==> src/rtl/core/lagrange_basis_evaluator_macros.svh <==
// assertion helpers of the basis evaluator, included by its top rtl file
`ifndef LAGRANGE_BASIS_EVALUATOR_MACROS_SVH
`define LAGRANGE_BASIS_EVALUATOR_MACROS_SVH

// same-cycle implication on the module clock, off during reset
`define LBE_ASSERT_SAME(lbl, ante, cons, msg) \
  lbl: assert property (@(posedge clk_i) disable iff (!rst_ni) (ante) |-> (cons)) \
    else $error(msg);

// next-cycle implication on the module clock, off during reset
`define LBE_ASSERT_NEXT(lbl, ante, cons, msg) \
  lbl: assert property (@(posedge clk_i) disable iff (!rst_ni) (ante) |=> (cons)) \
    else $error(msg);

`endif

==> src/rtl/core/lbe_pkg.sv <==
`timescale 1ns / 1ps
// ----------------------------------------------------------------------------
// lbe_pkg
// widths, reset values, packet type and fixed point helpers of the evaluator
// ----------------------------------------------------------------------------
package lbe_pkg;

  localparam int unsigned CoordW   = 18;  // signed Q3.14 coordinate
  localparam int unsigned DiffW    = 19;  // difference of two coordinates
  localparam int unsigned DvdW     = 35;  // rounded dividend magnitude
  localparam int unsigned ResW     = 32;  // signed Q15.16 result
  localparam int unsigned SumW     = 35;  // exact sum of up to seven terms
  localparam int unsigned FracW    = 16;
  localparam int unsigned CfgIdxW  = 3;
  localparam int unsigned IndexW   = 3;
  localparam int unsigned MaxNodes = 8;

  localparam logic signed [ResW-1:0] One      = 32'sd65536;
  localparam logic [DvdW-1:0]        RecipNum = 35'd1073741824;
  localparam logic signed [63:0]     ResMax   = 64'sd2147483647;
  localparam logic signed [63:0]     ResMin   = -64'sd2147483648;

  localparam logic signed [CoordW-1:0] NodeReset [MaxNodes] = '{
    -18'sd16384, -18'sd5461, 18'sd5461, 18'sd16384, 18'sd0, 18'sd0, 18'sd0, 18'sd0
  };

  // control that travels with one packet (one node of one transaction)
  typedef struct packed {
    logic              valid;
    logic              last;
    logic [IndexW-1:0] idx;
  } meta_t;

  // clamp to the signed 32-bit range
  function automatic logic signed [ResW-1:0] sat_res(input logic signed [63:0] v);
    logic signed [ResW-1:0] r;
    if (v > ResMax) begin
      r = ResMax[ResW-1:0];
    end else if (v < ResMin) begin
      r = ResMin[ResW-1:0];
    end else begin
      r = v[ResW-1:0];
    end
    return r;
  endfunction

  // q16 product, round half away from zero, saturated
  function automatic logic signed [ResW-1:0] mul_q16(input logic signed [ResW-1:0] a,
                                                     input logic signed [ResW-1:0] b);
    logic signed [63:0] p;
    logic [63:0]        mag;
    logic [63:0]        q;
    p   = 64'(a) * 64'(b);
    mag = p[63] ? 64'(-p) : 64'(p);
    q   = (mag + 64'd32768) >> FracW;
    return sat_res(p[63] ? -$signed(q) : $signed(q));
  endfunction

endpackage

==> src/rtl/core/lbe_div_cell.sv <==
`timescale 1ns / 1ps
// ----------------------------------------------------------------------------
// lbe_div_cell
// one restoring step of an unsigned divider, one quotient bit per cell
// ----------------------------------------------------------------------------
module lbe_div_cell (
  input  logic                         clk_i,
  input  logic                         en_i,
  input  logic [lbe_pkg::DiffW-1:0]    rem_i,
  input  logic [lbe_pkg::DvdW-1:0]     a_i,
  input  logic [lbe_pkg::DiffW-1:0]    dsr_i,
  input  logic                         neg_i,
  output logic [lbe_pkg::DiffW-1:0]    rem_o,
  output logic [lbe_pkg::DvdW-1:0]     a_o,
  output logic [lbe_pkg::DiffW-1:0]    dsr_o,
  output logic                         neg_o
);

  logic [lbe_pkg::DiffW:0] trial;
  logic                    fits;

  // shift in the next dividend bit and try the subtract
  assign trial = {rem_i, a_i[lbe_pkg::DvdW-1]};
  assign fits  = trial >= {1'b0, dsr_i};

  always_ff @(posedge clk_i) begin
    if (en_i) begin
      rem_o <= fits ? lbe_pkg::DiffW'(trial - {1'b0, dsr_i}) : lbe_pkg::DiffW'(trial);
      a_o   <= {a_i[lbe_pkg::DvdW-2:0], fits};
      dsr_o <= dsr_i;
      neg_o <= neg_i;
    end
  end

endmodule

==> config.mk <==
export PLATFORM = sky130hd
export DESIGN_NAME = lbe_div_cell
export DESIGN_NICKNAME = d
export VERILOG_FILES = /design/src/rtl/core/lagrange_basis_evaluator_macros.svh /design/src/rtl/core/lbe_pkg.sv /design/src/rtl/core/lbe_div_cell.sv
export SDC_FILE = /design/constraint.sdc
export NUM_CORES = 1
export LEC_CHECK = 0
export BUFFER_PORTS_ARGS = -buffer_cell sky130_fd_sc_hd__buf_2
export CORE_MARGIN = 5
export CORE_UTILIZATION = 48
export CTS_CLUSTER_DIAMETER = 100
export CTS_CLUSTER_SIZE = 10
export DETAILED_ROUTE_END_ITERATION = 7
export PLACE_DENSITY_LB_ADDON = 0.2
export SYNTH_ARGS = -nofsm -noshare
export SYNTH_HDL_FRONTEND = slang
export SYNTH_SLANG_ARGS = --single-unit
==> constraint.sdc <==
create_clock -name clk_i -period 2.8 [get_ports clk_i]
set_clock_uncertainty 0.1 [all_clocks]
set_input_delay 0.28 -clock clk_i [delete_from_list [all_inputs] [get_ports clk_i]]
set_output_delay 0.28 -clock clk_i [all_outputs]
set_load 0.01 [all_outputs]
Word level (Yosys, flattened, before mapping)

Index checks and enable logic that the tools add are counted.

Memory bits (writable): 0
ROM bits: 0
Register bits: 74
Word-level logic and storage cells: 7
Memories: 0
Latch bits: 0
Input port bits: 76

Shift operators: 0
$mul: 0
Reduce and logical (&&, ||, !) cells: 0
Equal/unequal tests: 0
Add/sub/neg operators: 1
$lt $le $gt $ge: 1
Bitwise operators: 0
Muxes and demuxes: 1
Div/mod/pow operators: 0

Operator list:

| kind             | count |
|---|---|
| $ge A20 B19 Y1   | 1 |
| $mux W19         | 1 |
| $sub A19 B19 Y19 | 1 |

Depth between registers and ports, before layout

Depth after elaboration: 2
Mapped depth: 11

Worst setup path before layout

Ideal clock, no wire load.

Path kind: input to register
From: in a_i[34] (netlist bit)
To: reg rem_o[7] (netlist bit), data pin
Path slack: 0.288 ns
Buffers on the path: 0
Setup time: 0.260 ns
Cell stages on the path: 10
Arrival time: 2.152 ns
Cell sequence: inv_1 -> ha_1 -> fa_1 -> and2b_1 -> o2111ai_2 -> a21oi_2 -> o21bai_2 -> a31o_4 -> inv_4 -> mux2_2

Longest elaborated chain between the ends: 2
Elaborated cells on any way between the ends: 3
Classes of those cells: 1 x add/sub; 1 x order compare; 1 x mux

Ends and longest elaborated chain:

| what                 | line               | RTL |
|---|---|---|
| from (decl)          | lbe_div_cell.sv:10 | `input logic [lbe_pkg::DvdW-1:0] a_i,` |
| $ge A20 B19 Y1       | lbe_div_cell.sv:24 | `assign fits = trial >= {1'b0, dsr_i};` |
| named net fits       | lbe_div_cell.sv:20 | `logic fits;` |
| $mux W19             | lbe_div_cell.sv:28 | `rem_o <= fits ? lbe_pkg::DiffW'(trial - {1'b0, dsr_i}) : lbe_pkg::DiffW'(trial);` |
| to (signal assigned) | lbe_div_cell.sv:28 |  |
| to (decl)            | lbe_div_cell.sv:13 | `output logic [lbe_pkg::DiffW-1:0] rem_o,` |

The timed path passes the listed nets, and every way through them passes these cells.
A chain may end at the register's enable or synchronous reset.

Worst setup path after layout

From: in dsr_i[9] (netlist bit)
To: reg rem_o[17] (netlist bit), data pin

Longest elaborated chain between the ends: 2
Elaborated cells on any way between the ends: 3
Classes of those cells: 1 x add/sub; 1 x order compare; 1 x mux

Ends and longest elaborated chain:

| what                                               | line                                   | RTL |
|---|---|---|
| from (decl)                                        | lbe_div_cell.sv:11                     | `input logic [lbe_pkg::DiffW-1:0] dsr_i,` |
| $sub A19 B19 Y19 or $ge A20 B19 Y1 (tied branches) | lbe_div_cell.sv:28, lbe_div_cell.sv:24 |  |
| $mux W19 (*)                                       | lbe_div_cell.sv:28                     |  |

Every way passes the cells marked *; elsewhere a longest branch is shown, timed or not.

==> flow_summary.yaml <==
sta:
  fin_crit_ps: 2590
  period_share_pct: 92.6
  rsz0062_at_grt: "false"
  fmax_ghz: 0.386
  worstMarginPinSlew_ps: 909
  setup_violations: 0
  setup_tns_ps: 0
  slew_violations: 0
  slew-limit-headroom_pct: 39.4
  hold_viol_final: 0
clocking:
  clockBufferDepth: 2
  clock_sinks: 74
  clock-root-buffer: "clkbuf_8"
  cts_buffers: 9
  cts_tree: "built"
  cts_resized: 0
  cts_htree_levels: 3
  clk_pin_slew_worst_paths_ps: 90
drt:
  totalWireLength_um: 8410
  ant_nets: 0
  route.vias.total: 2659
  drt-vias-per-instance: 4.86
  drt-initial-drc-count: 117
  drc_errors: 0
  wl_per_cell_um: 15.4
  firstDrtPassIters: 4
setup_path:
  start_kind: "input pin"
  crit_required_ps: 2870
  path_max_fanout: 17
  startpoint: "dsr_i[9]"
  crit_type: "in -> reg"
  arrival_ps: 2670
  end_kind: "register"
finish:
  nFillCells: 565
  syn2layout_area_growth_pct: 39.6
  fin_area_mm2: 0.00485
  antenna_cells: 0
  drive_gt1_share_pct: 40.6
  nets: 539
die:
  fp.dieArea_mm2: 0.00904
  start_util_pct: 48.7
  io_pins: 150
  core.rowCount: 31
  core-area_mm2: 0.00714
  dieHeight_um: 95.1
  die_w_um: 95.1
logic_synthesis:
  synth.top_cells.by_count: "74 x edfxtp_1, 35 x nand2_1, 21 x inv_1, 19 x ha_1, 15 x o21ai_0"
  yosysMostFrequentCell: "edfxtp_1"
  synth_edf_count: 74
  synthCells: 263
  yosys_warnings: 0
  synth_area_leaders: "edfxtp_1 64%, ha_1 6.8%, nand2_1 3.8%"
  synth_nets: 359
  syn_area_per_cell_um2: 13.2
  ys_ff_latch: 74
  synthDistinctLibCells: 44
  yosysSeqAreaShare_pct: 63.9
  synth_ff_type: "edfxtp_1"
  yosysTopAreaCellShare_pct: 63.9
  async_flop_share_pct: 0
  yosysTopAreaCell: "edfxtp_1"
  syn-cell-area_mm2: 0.00348
place:
  routabilityCongestion: 0.846
  dpl_cell_area_mm2: 0.00432
  dpl.hpwl_um: 6120
  port_buffers: 149
global_route:
  grt_max_degree: 75
  grt_usage_pct: 17.4
  antenna_found_initial: 0
  grt_pass1_wl_um: 12000
  grt_pass1_vias: 2543
  gr-total-overflow: 0
pwr:
  power.leakage_nw: 2.17
  powerDensity_mw_per_mm2: 636
  peakVddDrop_mv: 0.288
job:
  drv_cap: 0
hold_path:
  hold_path.class: "in -> reg"
  min_path_cells: 1
  hold_start: "a_i[33]"
  hold_end: "a_o[34]"
run_status:
  status: "finished clean"
[kinds of logic (layout without fill, tap and decap cells)]
group | after synthesis | after routing | synth area share (%)
compound gates | 59 | 59 | 12.1
xor+xnor | 15 | 15 | 3.78
fa+ha+maj | 20 | 20 | 7.42
buf+inv | 32 | 217 | 4.03
flops | 74 | 74 | 63.9
mux | 3 | 3 | 1.08
simple gates | 60 | 60 | 7.70
[how the worst max path moves through the flow]
stage                      to  slack [ps]  cells after the start
global placement    rem_o[17]          80                     11
finish              rem_o[17]         210                     10
floorplan            rem_o[7]         290                     10
detailed placement  rem_o[17]          20                     11
global route        rem_o[15]          70                     11
CTS                 rem_o[17]         380                     11
[layer usage]
metal	vias to the layer above	GRT usage, %	share of wire (%)
met2	111	30.5	50
li1	1319	-	-
met4	0	4.69	0.71
met3	6	6.16	9.5
met5	-	0	0
met1	1223	20.1	40
[worst max-delay path, stage by stage]
cell,delay [ps]
dlygate4sd3_1,530
buf_2,110
inv_1,40
ha_1,420
nand3_1,120
nor4_1,290
nor2_1,100
a31o_4,270
buf_4,190
o41ai_2,320
[cells in the final DEF (no fill, tap or decap), types with 3 or more instances in the layout]
master,count
nand4_1,5
dlygate4sd3_1,27
clkbuf_8,9
a21oi_2,3
o21ai_0,15
bufinv_16,4
inv_1,21
buf_2,148
o21ai_1,5
buf_4,4
xnor2_1,10
ha_1,19
xor2_1,5
nand3_1,4
edfxtp_1,74
nand2_1,35
nor2_1,7
a21o_1,7
a21oi_1,10
[final cells by class]
class,count,area [um2],share of cell area [%]
Clock buffer,10,128,2.63
Clock inverter,6,138,2.84
Inverter,22,85.1,1.75
Multi-Input combinational cell,157,1110,23.0
Sequential cell,74,2220,45.8
Tap cell,99,124,2.55
Timing Repair Buffer,179,1040,21.5
[stage by stage]
stage                     total power, mW  instances  setup slack, ps  hold WS (ps)  util (%)
after CTS                            3.09        531              375         0.977      65.7
after floorplan                      1.75        263              288           279         -
after detailed placement             1.99        504             21.5           358      60.5
after global routing                 3.24        547             67.6         0.789      68.0
final                                3.08        547              207          18.6      68.0
after global placement               1.98        504             79.0           357      60.5
[registers in the layout, indices dropped and copies added (netlist names)]
register / cells
neg_o: 1
dsr_o: 19
rem_o: 19
a_o: 35
[report_power, final]
part / total, mW / internal [mW] / switching [mW]
Sequential: 1.38 / 1.36 / 0.0270
Combinational: 0.607 / 0.273 / 0.334
Clock: 1.09 / 0.688 / 0.404
[what timing repair did]
action                    4_1_cts  5_1_grt
setup buffers                   0        0
hold endpoints to repair       11       16
hold buffers                   11       16
Power figures use the tool's default switching activity.
